===== config.mk =====
export PLATFORM = sky130hd
export DESIGN_NAME = neighbor_byte_scrambler_top
export DESIGN_NICKNAME = d
export VERILOG_FILES = /design/src/design/nbs_pkg.sv /design/src/design/nbs_front.sv /design/src/design/nbs_queue.sv /design/src/design/nbs_back.sv /design/src/design/neighbor_byte_scrambler_top.sv
export SDC_FILE = /design/constraint.sdc
export NUM_CORES = 1
export LEC_CHECK = 0
export BUFFER_PORTS_ARGS = -buffer_cell sky130_fd_sc_hd__buf_2
export CAP_MARGIN = 20
export CORE_MARGIN = 3
export CORE_UTILIZATION = 44
export CTS_BUF_LIST = sky130_fd_sc_hd__clkbuf_4
export CTS_CLUSTER_DIAMETER = 120
export DETAILED_ROUTE_END_ITERATION = 16
export GPL_TIMING_DRIVEN = 0
export SKIP_CTS_REPAIR_TIMING = 1
export SLEW_MARGIN = 0
export SYNTH_ARGS = -nofsm -noshare
export SYNTH_HDL_FRONTEND = slang
export SYNTH_SLANG_ARGS = --single-unit

===== constraint.sdc =====
create_clock -name clk -period 19.5 [get_ports clk]
set_input_delay 3.9 -clock clk [delete_from_list [all_inputs] [get_ports clk]]
set_output_delay 3.9 -clock clk [all_outputs]
set_load 0.005 [all_outputs]

===== src/design/nbs_pkg.sv =====
// ---------------------------------------------------------------------------
// nbs_pkg
// types, constants and helper functions of the neighbor byte scrambler
// ---------------------------------------------------------------------------
`timescale 1ns / 1ps

package nbs_pkg;

    // stream length from which results are flagged as too long
    localparam int unsigned MAX_LEN = 65536;
    localparam int LEN_W = 25;

    // running counter widths
    localparam int POS_W = 17;
    localparam int M13_W = 4;
    localparam int Q5_W  = 14;
    localparam int R5_W  = 3;

    // accumulator width, covers the full range of the pre-correction sum
    localparam int ACC_W = 16;
    localparam int BYTE_W = 8;

    localparam logic [POS_W-1:0] POS_MAX  = '1;
    localparam logic [M13_W-1:0] M13_TOP  = M13_W'(12);
    localparam logic [R5_W-1:0]  R5_TOP   = R5_W'(4);
    localparam logic [ACC_W-1:0] BIAS     = ACC_W'(61);

    // job queue between front and back
    localparam int QDEPTH = 4;
    localparam int QPTR_W = 2;
    localparam int QCNT_W = 3;

    typedef enum logic [1:0] {
        KIND_MID,
        KIND_SOLO,
        KIND_PAIR
    } nbs_kind_t;

    typedef struct packed {
        logic [POS_W-1:0] pos;
        logic [M13_W-1:0] m13;
        logic [Q5_W-1:0]  q5;
        logic [R5_W-1:0]  r5;
    } nbs_cnt_t;

    // one queue entry: one or two results to produce
    typedef struct packed {
        nbs_kind_t        kind;
        logic [ACC_W-1:0] base_a;
        logic             prev_a;
        logic             too_a;
        logic [ACC_W-1:0] base_b;
        logic             too_b;
    } nbs_job_t;

    function automatic nbs_cnt_t advance(input nbs_cnt_t c);
        nbs_cnt_t n;
        n     = c;
        n.pos = (c.pos == POS_MAX) ? POS_MAX : c.pos + POS_W'(1);
        n.m13 = (c.m13 == '0 || c.m13 > M13_TOP) ? M13_TOP : c.m13 - M13_W'(1);
        if (c.r5 >= R5_TOP)
        begin
            n.r5 = '0;
            n.q5 = c.q5 + Q5_W'(1);
        end
        else
        begin
            n.r5 = c.r5 + R5_W'(1);
        end
        return n;
    endfunction

    function automatic logic [ACC_W-1:0] sext_byte(input logic [BYTE_W-1:0] b);
        return {{(ACC_W-BYTE_W){b[BYTE_W-1]}}, b};
    endfunction

    // quot_five - rem_thirteen + byte + 61
    function automatic logic [ACC_W-1:0] base_term(input nbs_cnt_t c,
                                                   input logic [BYTE_W-1:0] cur);
        return {{(ACC_W-Q5_W){1'b0}}, c.q5} - {{(ACC_W-M13_W){1'b0}}, c.m13}
               + sext_byte(cur) + BIAS;
    endfunction

    // signed halving, rounding toward zero
    function automatic logic [BYTE_W-1:0] half_trunc(input logic [BYTE_W-1:0] b);
        logic [BYTE_W-1:0] s;
        s = b + {{(BYTE_W-1){1'b0}}, b[BYTE_W-1]};
        return {s[BYTE_W-1], s[BYTE_W-1:1]};
    endfunction

    function automatic logic too_long_at(input logic [POS_W-1:0] pos);
        return {{(LEN_W-POS_W){1'b0}}, pos} >= LEN_W'(MAX_LEN);
    endfunction

endpackage


===== src/design/nbs_front.sv =====
// ---------------------------------------------------------------------------
// nbs_front
// lookahead holder and position counters, turns beats into queue jobs
// ---------------------------------------------------------------------------
`timescale 1ns / 1ps

module nbs_front
(
    input  logic                          clk,
    input  logic                          rst_n,
    input  logic                          accept,
    input  logic [nbs_pkg::BYTE_W-1:0]    in_byte,
    input  logic                          in_last,
    output logic                          push,
    output nbs_pkg::nbs_job_t             job
);

    nbs_pkg::nbs_cnt_t               cnt_reg, cnt_next, cnt_adv;
    logic [nbs_pkg::BYTE_W-1:0]      held_byte_reg, held_byte_next;
    logic                            held_valid_reg, held_valid_next;

    always_comb
    begin
        cnt_adv         = nbs_pkg::advance(cnt_reg);
        cnt_next        = cnt_reg;
        held_byte_next  = held_byte_reg;
        held_valid_next = held_valid_reg;
        push            = 1'b0;

        job.kind   = nbs_pkg::KIND_MID;
        job.prev_a = (cnt_reg.pos != '0);
        job.too_a  = nbs_pkg::too_long_at(cnt_reg.pos);
        job.base_b = nbs_pkg::base_term(cnt_adv, in_byte);
        job.too_b  = nbs_pkg::too_long_at(cnt_adv.pos);
        if (held_valid_reg)
        begin
            job.base_a = nbs_pkg::base_term(cnt_reg, held_byte_reg)
                         - nbs_pkg::sext_byte(nbs_pkg::half_trunc(in_byte));
        end
        else
        begin
            job.base_a = nbs_pkg::base_term(cnt_reg, in_byte);
        end

        if (accept)
        begin
            if (!held_valid_reg)
            begin
                if (in_last)
                begin
                    // single-byte stream
                    push      = 1'b1;
                    job.kind  = nbs_pkg::KIND_SOLO;
                    cnt_next  = '0;
                end
                else
                begin
                    held_byte_next  = in_byte;
                    held_valid_next = 1'b1;
                end
            end
            else
            begin
                push = 1'b1;
                if (in_last)
                begin
                    job.kind        = nbs_pkg::KIND_PAIR;
                    cnt_next        = '0;
                    held_valid_next = 1'b0;
                    held_byte_next  = '0;
                end
                else
                begin
                    job.kind       = nbs_pkg::KIND_MID;
                    cnt_next       = cnt_adv;
                    held_byte_next = in_byte;
                end
            end
        end
    end

    always_ff @(posedge clk or negedge rst_n)
    begin
        if (!rst_n)
        begin
            cnt_reg        <= '0;
            held_valid_reg <= 1'b0;
        end
        else
        begin
            cnt_reg        <= cnt_next;
            held_valid_reg <= held_valid_next;
        end
    end

    always_ff @(posedge clk)
    begin
        held_byte_reg <= held_byte_next;
    end

endmodule


===== src/design/nbs_queue.sv =====
// ---------------------------------------------------------------------------
// nbs_queue
// short job queue that decouples the front from the back
// ---------------------------------------------------------------------------
`timescale 1ns / 1ps

module nbs_queue
(
    input  logic                 clk,
    input  logic                 rst_n,
    input  logic                 push,
    input  nbs_pkg::nbs_job_t    job_in,
    output logic                 full,
    input  logic                 pop,
    output logic                 valid,
    output nbs_pkg::nbs_job_t    job_out
);

    nbs_pkg::nbs_job_t               mem_reg [nbs_pkg::QDEPTH];
    logic [nbs_pkg::QPTR_W-1:0]      wr_ptr_reg, wr_ptr_next;
    logic [nbs_pkg::QPTR_W-1:0]      rd_ptr_reg, rd_ptr_next;
    logic [nbs_pkg::QCNT_W-1:0]      count_reg, count_next;
    logic                            do_push, do_pop;

    assign full    = (count_reg == nbs_pkg::QCNT_W'(nbs_pkg::QDEPTH));
    assign valid   = (count_reg != '0);
    assign job_out = mem_reg[rd_ptr_reg];
    assign do_push = push && !full;
    assign do_pop  = pop && valid;

    always_comb
    begin
        wr_ptr_next = do_push ? wr_ptr_reg + nbs_pkg::QPTR_W'(1) : wr_ptr_reg;
        rd_ptr_next = do_pop  ? rd_ptr_reg + nbs_pkg::QPTR_W'(1) : rd_ptr_reg;
        count_next  = count_reg;
        if (do_push && !do_pop)
        begin
            count_next = count_reg + nbs_pkg::QCNT_W'(1);
        end
        else if (do_pop && !do_push)
        begin
            count_next = count_reg - nbs_pkg::QCNT_W'(1);
        end
    end

    always_ff @(posedge clk or negedge rst_n)
    begin
        if (!rst_n)
        begin
            wr_ptr_reg <= '0;
            rd_ptr_reg <= '0;
            count_reg  <= '0;
        end
        else
        begin
            wr_ptr_reg <= wr_ptr_next;
            rd_ptr_reg <= rd_ptr_next;
            count_reg  <= count_next;
        end
    end

    always_ff @(posedge clk)
    begin
        if (do_push)
        begin
            mem_reg[wr_ptr_reg] <= job_in;
        end
    end

endmodule


===== src/design/nbs_back.sv =====
// ---------------------------------------------------------------------------
// nbs_back
// adds the previous output, applies the divide-by-255 correction, output stage
// ---------------------------------------------------------------------------
`timescale 1ns / 1ps

module nbs_back
(
    input  logic                          clk,
    input  logic                          rst_n,
    input  logic                          q_valid,
    input  nbs_pkg::nbs_job_t             q_job,
    output logic                          q_pop,
    output logic                          out_valid,
    input  logic                          out_ready,
    output logic [nbs_pkg::BYTE_W-1:0]    out_byte,
    output logic                          out_last,
    output logic                          too_long
);

    localparam int AW = nbs_pkg::ACC_W;
    localparam int BW = nbs_pkg::BYTE_W;

    logic            out_valid_reg, out_valid_next;
    logic [BW-1:0]   out_byte_reg, out_byte_next;
    logic            out_last_reg, out_last_next;
    logic            out_too_reg, out_too_next;
    logic            phase_reg, phase_next;
    logic [BW-1:0]   prior_reg, prior_next;

    logic            load;
    logic [AW-1:0]   sel_base, r_sum, r_mag, q_full;
    logic            sel_prev, sel_last, sel_too, sel_pair, r_neg;
    logic [BW-1:0]   q_low, result;

    assign load = q_valid && (!out_valid_reg || out_ready);

    // pick the job half for this beat
    always_comb
    begin
        sel_pair = 1'b0;
        sel_last = 1'b0;
        case (q_job.kind)
            nbs_pkg::KIND_MID:  sel_last = 1'b0;
            nbs_pkg::KIND_SOLO: sel_last = 1'b1;
            nbs_pkg::KIND_PAIR: sel_pair = 1'b1;
            default:            sel_last = 1'b0;
        endcase
        if (phase_reg)
        begin
            sel_base = q_job.base_b;
            sel_prev = 1'b1;
            sel_last = 1'b1;
            sel_too  = q_job.too_b;
        end
        else
        begin
            sel_base = q_job.base_a;
            sel_prev = q_job.prev_a;
            sel_too  = q_job.too_a;
        end
    end

    // r + trunc(r/255); |r| stays well below 65535 so the shift-add quotient is exact
    always_comb
    begin
        r_sum  = sel_base + (sel_prev ? nbs_pkg::sext_byte(prior_reg) : '0);
        r_neg  = r_sum[AW-1];
        r_mag  = r_neg ? (~r_sum + AW'(1)) : r_sum;
        q_full = (r_mag + AW'(1) + (r_mag >> 8)) >> 8;
        q_low  = q_full[BW-1:0];
        result = r_sum[BW-1:0] + (r_neg ? (~q_low + BW'(1)) : q_low);
    end

    always_comb
    begin
        q_pop          = 1'b0;
        phase_next     = phase_reg;
        prior_next     = prior_reg;
        out_byte_next  = out_byte_reg;
        out_last_next  = out_last_reg;
        out_too_next   = out_too_reg;
        out_valid_next = out_valid_reg && !out_ready;
        if (load)
        begin
            out_valid_next = 1'b1;
            out_byte_next  = result;
            out_last_next  = sel_last && !(sel_pair && !phase_reg);
            out_too_next   = sel_too;
            prior_next     = result;
            q_pop          = phase_reg || !sel_pair;
            phase_next     = !phase_reg && sel_pair;
        end
    end

    always_ff @(posedge clk or negedge rst_n)
    begin
        if (!rst_n)
        begin
            out_valid_reg <= 1'b0;
            phase_reg     <= 1'b0;
            prior_reg     <= '0;
        end
        else
        begin
            out_valid_reg <= out_valid_next;
            phase_reg     <= phase_next;
            prior_reg     <= prior_next;
        end
    end

    always_ff @(posedge clk)
    begin
        out_byte_reg <= out_byte_next;
        out_last_reg <= out_last_next;
        out_too_reg  <= out_too_next;
    end

    assign out_valid = out_valid_reg;
    assign out_byte  = out_byte_reg;
    assign out_last  = out_last_reg;
    assign too_long  = out_too_reg;

endmodule


===== src/design/neighbor_byte_scrambler_top.sv =====
// ---------------------------------------------------------------------------
// neighbor_byte_scrambler_top
// scrambles a stream of signed bytes against its neighbours and position
// ---------------------------------------------------------------------------
//
//  channel  | dir | tdata              | tuser       | tlast
//  ---------+-----+--------------------+-------------+-------------------
//  s_axis   | in  | [7:0] in_byte      | -           | in_last
//  m_axis   | out | [7:0] out_byte     | [0] too_long| out_last
//
//  one input beat per cycle is taken while the job queue has room; the
//  rate is set by the back end's loop through the previous output byte
//  (add, divide-by-255 correction, register)
//  a beat yields the result of the byte held before it; a final beat after
//  a held byte yields two results, sent in turn from one queue entry
//  each job reaches m_axis through the queue and the output register
//  asynchronous active-low reset clears counters, queue and output valid
//  a stalled m_axis fills the four-entry queue, then s_axis_tready drops
//
`timescale 1ns / 1ps

module neighbor_byte_scrambler_top
(
    input  logic        clk,
    input  logic        rst_n,
    // input stream
    input  logic        s_axis_tvalid,
    output logic        s_axis_tready,
    input  logic [7:0]  s_axis_tdata,    // [7:0] in_byte
    input  logic        s_axis_tlast,
    // result stream
    output logic        m_axis_tvalid,
    input  logic        m_axis_tready,
    output logic [7:0]  m_axis_tdata,    // [7:0] out_byte
    output logic [0:0]  m_axis_tuser,    // [0] too_long
    output logic        m_axis_tlast
);

    logic              q_full;
    logic              q_valid;
    logic              q_pop;
    logic              push;
    logic              accept;
    logic              too_long;
    nbs_pkg::nbs_job_t job_in;
    nbs_pkg::nbs_job_t job_out;

    // take a beat whenever the queue can absorb the job it may produce
    assign s_axis_tready = !q_full;
    assign accept        = s_axis_tvalid && s_axis_tready;

    // front: lookahead byte, position counters, base terms of each result
    nbs_front u_front
    (
        .clk     (clk),
        .rst_n   (rst_n),
        .accept  (accept),
        .in_byte (s_axis_tdata),
        .in_last (s_axis_tlast),
        .push    (push),
        .job     (job_in)
    );

    // decoupling queue
    nbs_queue u_queue
    (
        .clk     (clk),
        .rst_n   (rst_n),
        .push    (push),
        .job_in  (job_in),
        .full    (q_full),
        .pop     (q_pop),
        .valid   (q_valid),
        .job_out (job_out)
    );

    // back: previous-output feedback and correction, registered output beat
    nbs_back u_back
    (
        .clk       (clk),
        .rst_n     (rst_n),
        .q_valid   (q_valid),
        .q_job     (job_out),
        .q_pop     (q_pop),
        .out_valid (m_axis_tvalid),
        .out_ready (m_axis_tready),
        .out_byte  (m_axis_tdata),
        .out_last  (m_axis_tlast),
        .too_long  (too_long)
    );

    assign m_axis_tuser = too_long;

endmodule


==> flow_metrics.env <==
export IMPL_async_flop_share=0.252
export IMPL_htree_levels=2
export IMPL_r2r_end="u_back.prior_reg[7]"
export IMPL_synth_top_family_by_area="adder cells"
export IMPL_syn_avg_cell_area_um2=11.2
export IMPL_num_nets_final=1563
export IMPL_min_from="u_back.prior_reg[6]"
export IMPL_holdPathStages=2
export IMPL_fillCellCount=2947
export IMPL_grt_pass1_vias=10254
export IMPL_port_buffers=24
export IMPL_vias_per_cell=5.27
export IMPL_cts_sinks=222
export IMPL_die_h_um=188
export IMPL_endpoint_kind="register"
export IMPL_cts_buffers_inserted=59
export IMPL_maxCapViolCount=0
export IMPL_start_util=0.448
export IMPL_cp_slowest_cell="buf_1"
export IMPL_routabilityCongestion=0.827
export IMPL_critPathLaunch="u_queue.rd_ptr_reg[0]"
export IMPL_worst_path_most_repeated_cell="xnor2_1"
export IMPL_synthXorXnorAreaFrac=0.0781
export IMPL_grt_max_degree=38
export IMPL_synth_warning_count=0
export IMPL_gr_total_overflow=0
export IMPL_synth_seq_cells=222
export IMPL_synth_edff_count=166
export IMPL_core_um2=32600
export IMPL_synth_top_cells_by_count="edfxtp_1, inv_1, ha_1, nand2_1, xnor2_1"
export IMPL_drive_gt1_frac=0.161
export IMPL_first_pass_iters=5
export IMPL_antenna_found_initial=1
export IMPL_seq_area_frac_synth=0.437
export IMPL_area_growth_pct=10.9
export IMPL_drc=0
export IMPL_rsz0062_at_grt="no"
export IMPL_dpl_hpwl_um=24400
export IMPL_rrSetupSlack_ns=9.58
export IMPL_worstReg2RegStart="u_queue.rd_ptr_reg[0]"
export IMPL_final_min_clock_period_ns=9.92
export IMPL_seq_area_um2=6390
export IMPL_ant_nets=0
export IMPL_cp_max_fo=10
export IMPL_synth_cells=1302
export IMPL_min_to="u_back.prior_reg[6]"
export IMPL_finalSetupTns_ns=0
export IMPL_grt_pass1_wl_um=53300
export IMPL_fin_skew_ns=0.0503
export IMPL_worstMarginPinSlew_ns=1.02
export IMPL_maxSlewHeadroom=0.312
export IMPL_num_vias=9948
export IMPL_synthTopCellsByArea="edfxtp_1, ha_1, dfrtp_1"
export IMPL_rows=66
export IMPL_synth_fa_ha_area_frac=0.146
export IMPL_grtUsageTotal=0.186
export IMPL_finalHoldViolCount=0
export IMPL_synth_fp_nets=1472
export IMPL_routedWlPerCell_um=17.2
export IMPL_synth_cell_types=80
export IMPL_root_buffer="clkbuf_4"
export IMPL_setup_viol=0
export IMPL_start_kind="register"
export IMPL_synth_top_area_frac=0.341
export IMPL_cp_arrival_ns=10.43
export IMPL_drv_slew=0
export IMPL_hold_path_class="reg2reg"
export IMPL_synth_compound_area_frac=0.115
export IMPL_syn_cell_area_um2=14600
export IMPL_yosysTopAreaCell="edfxtp_1"
export IMPL_r2r_cells=37
export IMPL_fp_dieW_um=188
export IMPL_fmax_mhz=101
export IMPL_status="complete, no violations"
export IMPL_synthFlopType="edfxtp_1"
export IMPL_cts_buffer_depth=3
export IMPL_timing_final_crit_share=0.509
export IMPL_yosysMostFrequentCell="edfxtp_1"
export IMPL_critPathMaxStageDelay_ns=0.76
export IMPL_criticalPathCategory="reg2reg"
export IMPL_drt_wl_total_um=32400
export IMPL_worst_ep_required_time_ns=20.01
export IMPL_multiInputGateArea_um2=7530
export IMPL_synth_mux_area_frac=0.0759
export IMPL_ios=25
export IMPL_clk_pin_slew_ns=0.06
export IMPL_largest_register_ffs=148
export IMPL_dieArea_um2=35400
export IMPL_synth_simple_area_share=0.100
export IMPL_cts_tree="done"
export IMPL_drtIter0Drc=498
export IMPL_clock_latency_ns=0.69
## placed cells by master (no fill, tap or decap), types with 28 or more instances in the layout
cell type and count:
clkbuf_4 98, ha_1 134, clkbuf_1 28, a21oi_1 71
mux4_2 37, edfxtp_1 166, o21ai_0 85, nand2_1 100
dfrtp_1 56, xnor2_1 86, inv_1 137, xor2_1 35
nor2_1 50
## area by class of cell
type	instances	share of cell area
Clock buffer	98	0.0454
Buffer	41	0.0111
Antenna cell	1	0.000154
Sequential cell	222	0.394
Tap cell	442	0.0341
Timing Repair Buffer	30	0.0150
Inverter	138	0.0320
Multi-Input combinational cell	901	0.465
Clock inverter	13	0.00371
## metrics by stage
stage	worst slack (ns)	std cells	cell area [um^2]	hold slack, ns	utilization
3_5_place_dp	9.33	1773	15400	0.463	0.472
3_3_place_gp	9.40	1768	15300	0.463	0.469
2_1_floorplan	11.12	1302	14600	0.438	-
6_report	9.58	1886	16200	0.474	0.497
5_1_grt	8.53	1886	16200	0.506	0.497
4_1_cts	9.28	1884	16200	0.477	0.496
## logic make-up (layout without fill, tap and decap cells)
kind of cell | count (synthesis) | after routing
other | 0 | 1
buffers and inverters | 179 | 320
multiplexers | 62 | 62
adder cells (fa/ha/maj) | 157 | 157
flip-flops | 222 | 222
AO/OA/AOI/OAI | 266 | 266
AND/OR/NAND/NOR | 290 | 290
XOR/XNOR | 126 | 126
## metal layers
metal	wire length (um)	global-route usage
met1	14900	0.247
met2	15900	0.319
met3	1030	0.0285
met4	646	0.0517
met5	0	0
## how the worst max path moves through the flow
stage                                     end  slack, ns  cells past startpoint
after global routing      u_back.prior_reg[7]       8.53                     37
after detailed placement  u_back.prior_reg[7]       9.33                     38
after CTS                 u_back.prior_reg[7]       9.28                     38
after global placement    u_back.prior_reg[7]       9.40                     38
after floorplan           u_back.prior_reg[7]      11.12                     37
final                     u_back.prior_reg[7]       9.58                     37
## worst max-delay path: cells and delay by family (launching register included)
| family | cells | cell delay [ns] |
|---|---|---|
| AO/OA/AOI/OAI | 9 | 1.98 |
| XOR/XNOR | 7 | 1.77 |
| adder cells (fa/ha/maj) | 4 | 1.30 |
| buffers and inverters | 5 | 1.49 |
| flip-flops | 1 | 0.42 |
| multiplexers | 2 | 0.95 |
| AND/OR/NAND/NOR | 10 | 1.84 |
Power is left out: the tool's default activity adds up to more than one toggle a clock period on the data nets, which glitch-free logic cannot reach.
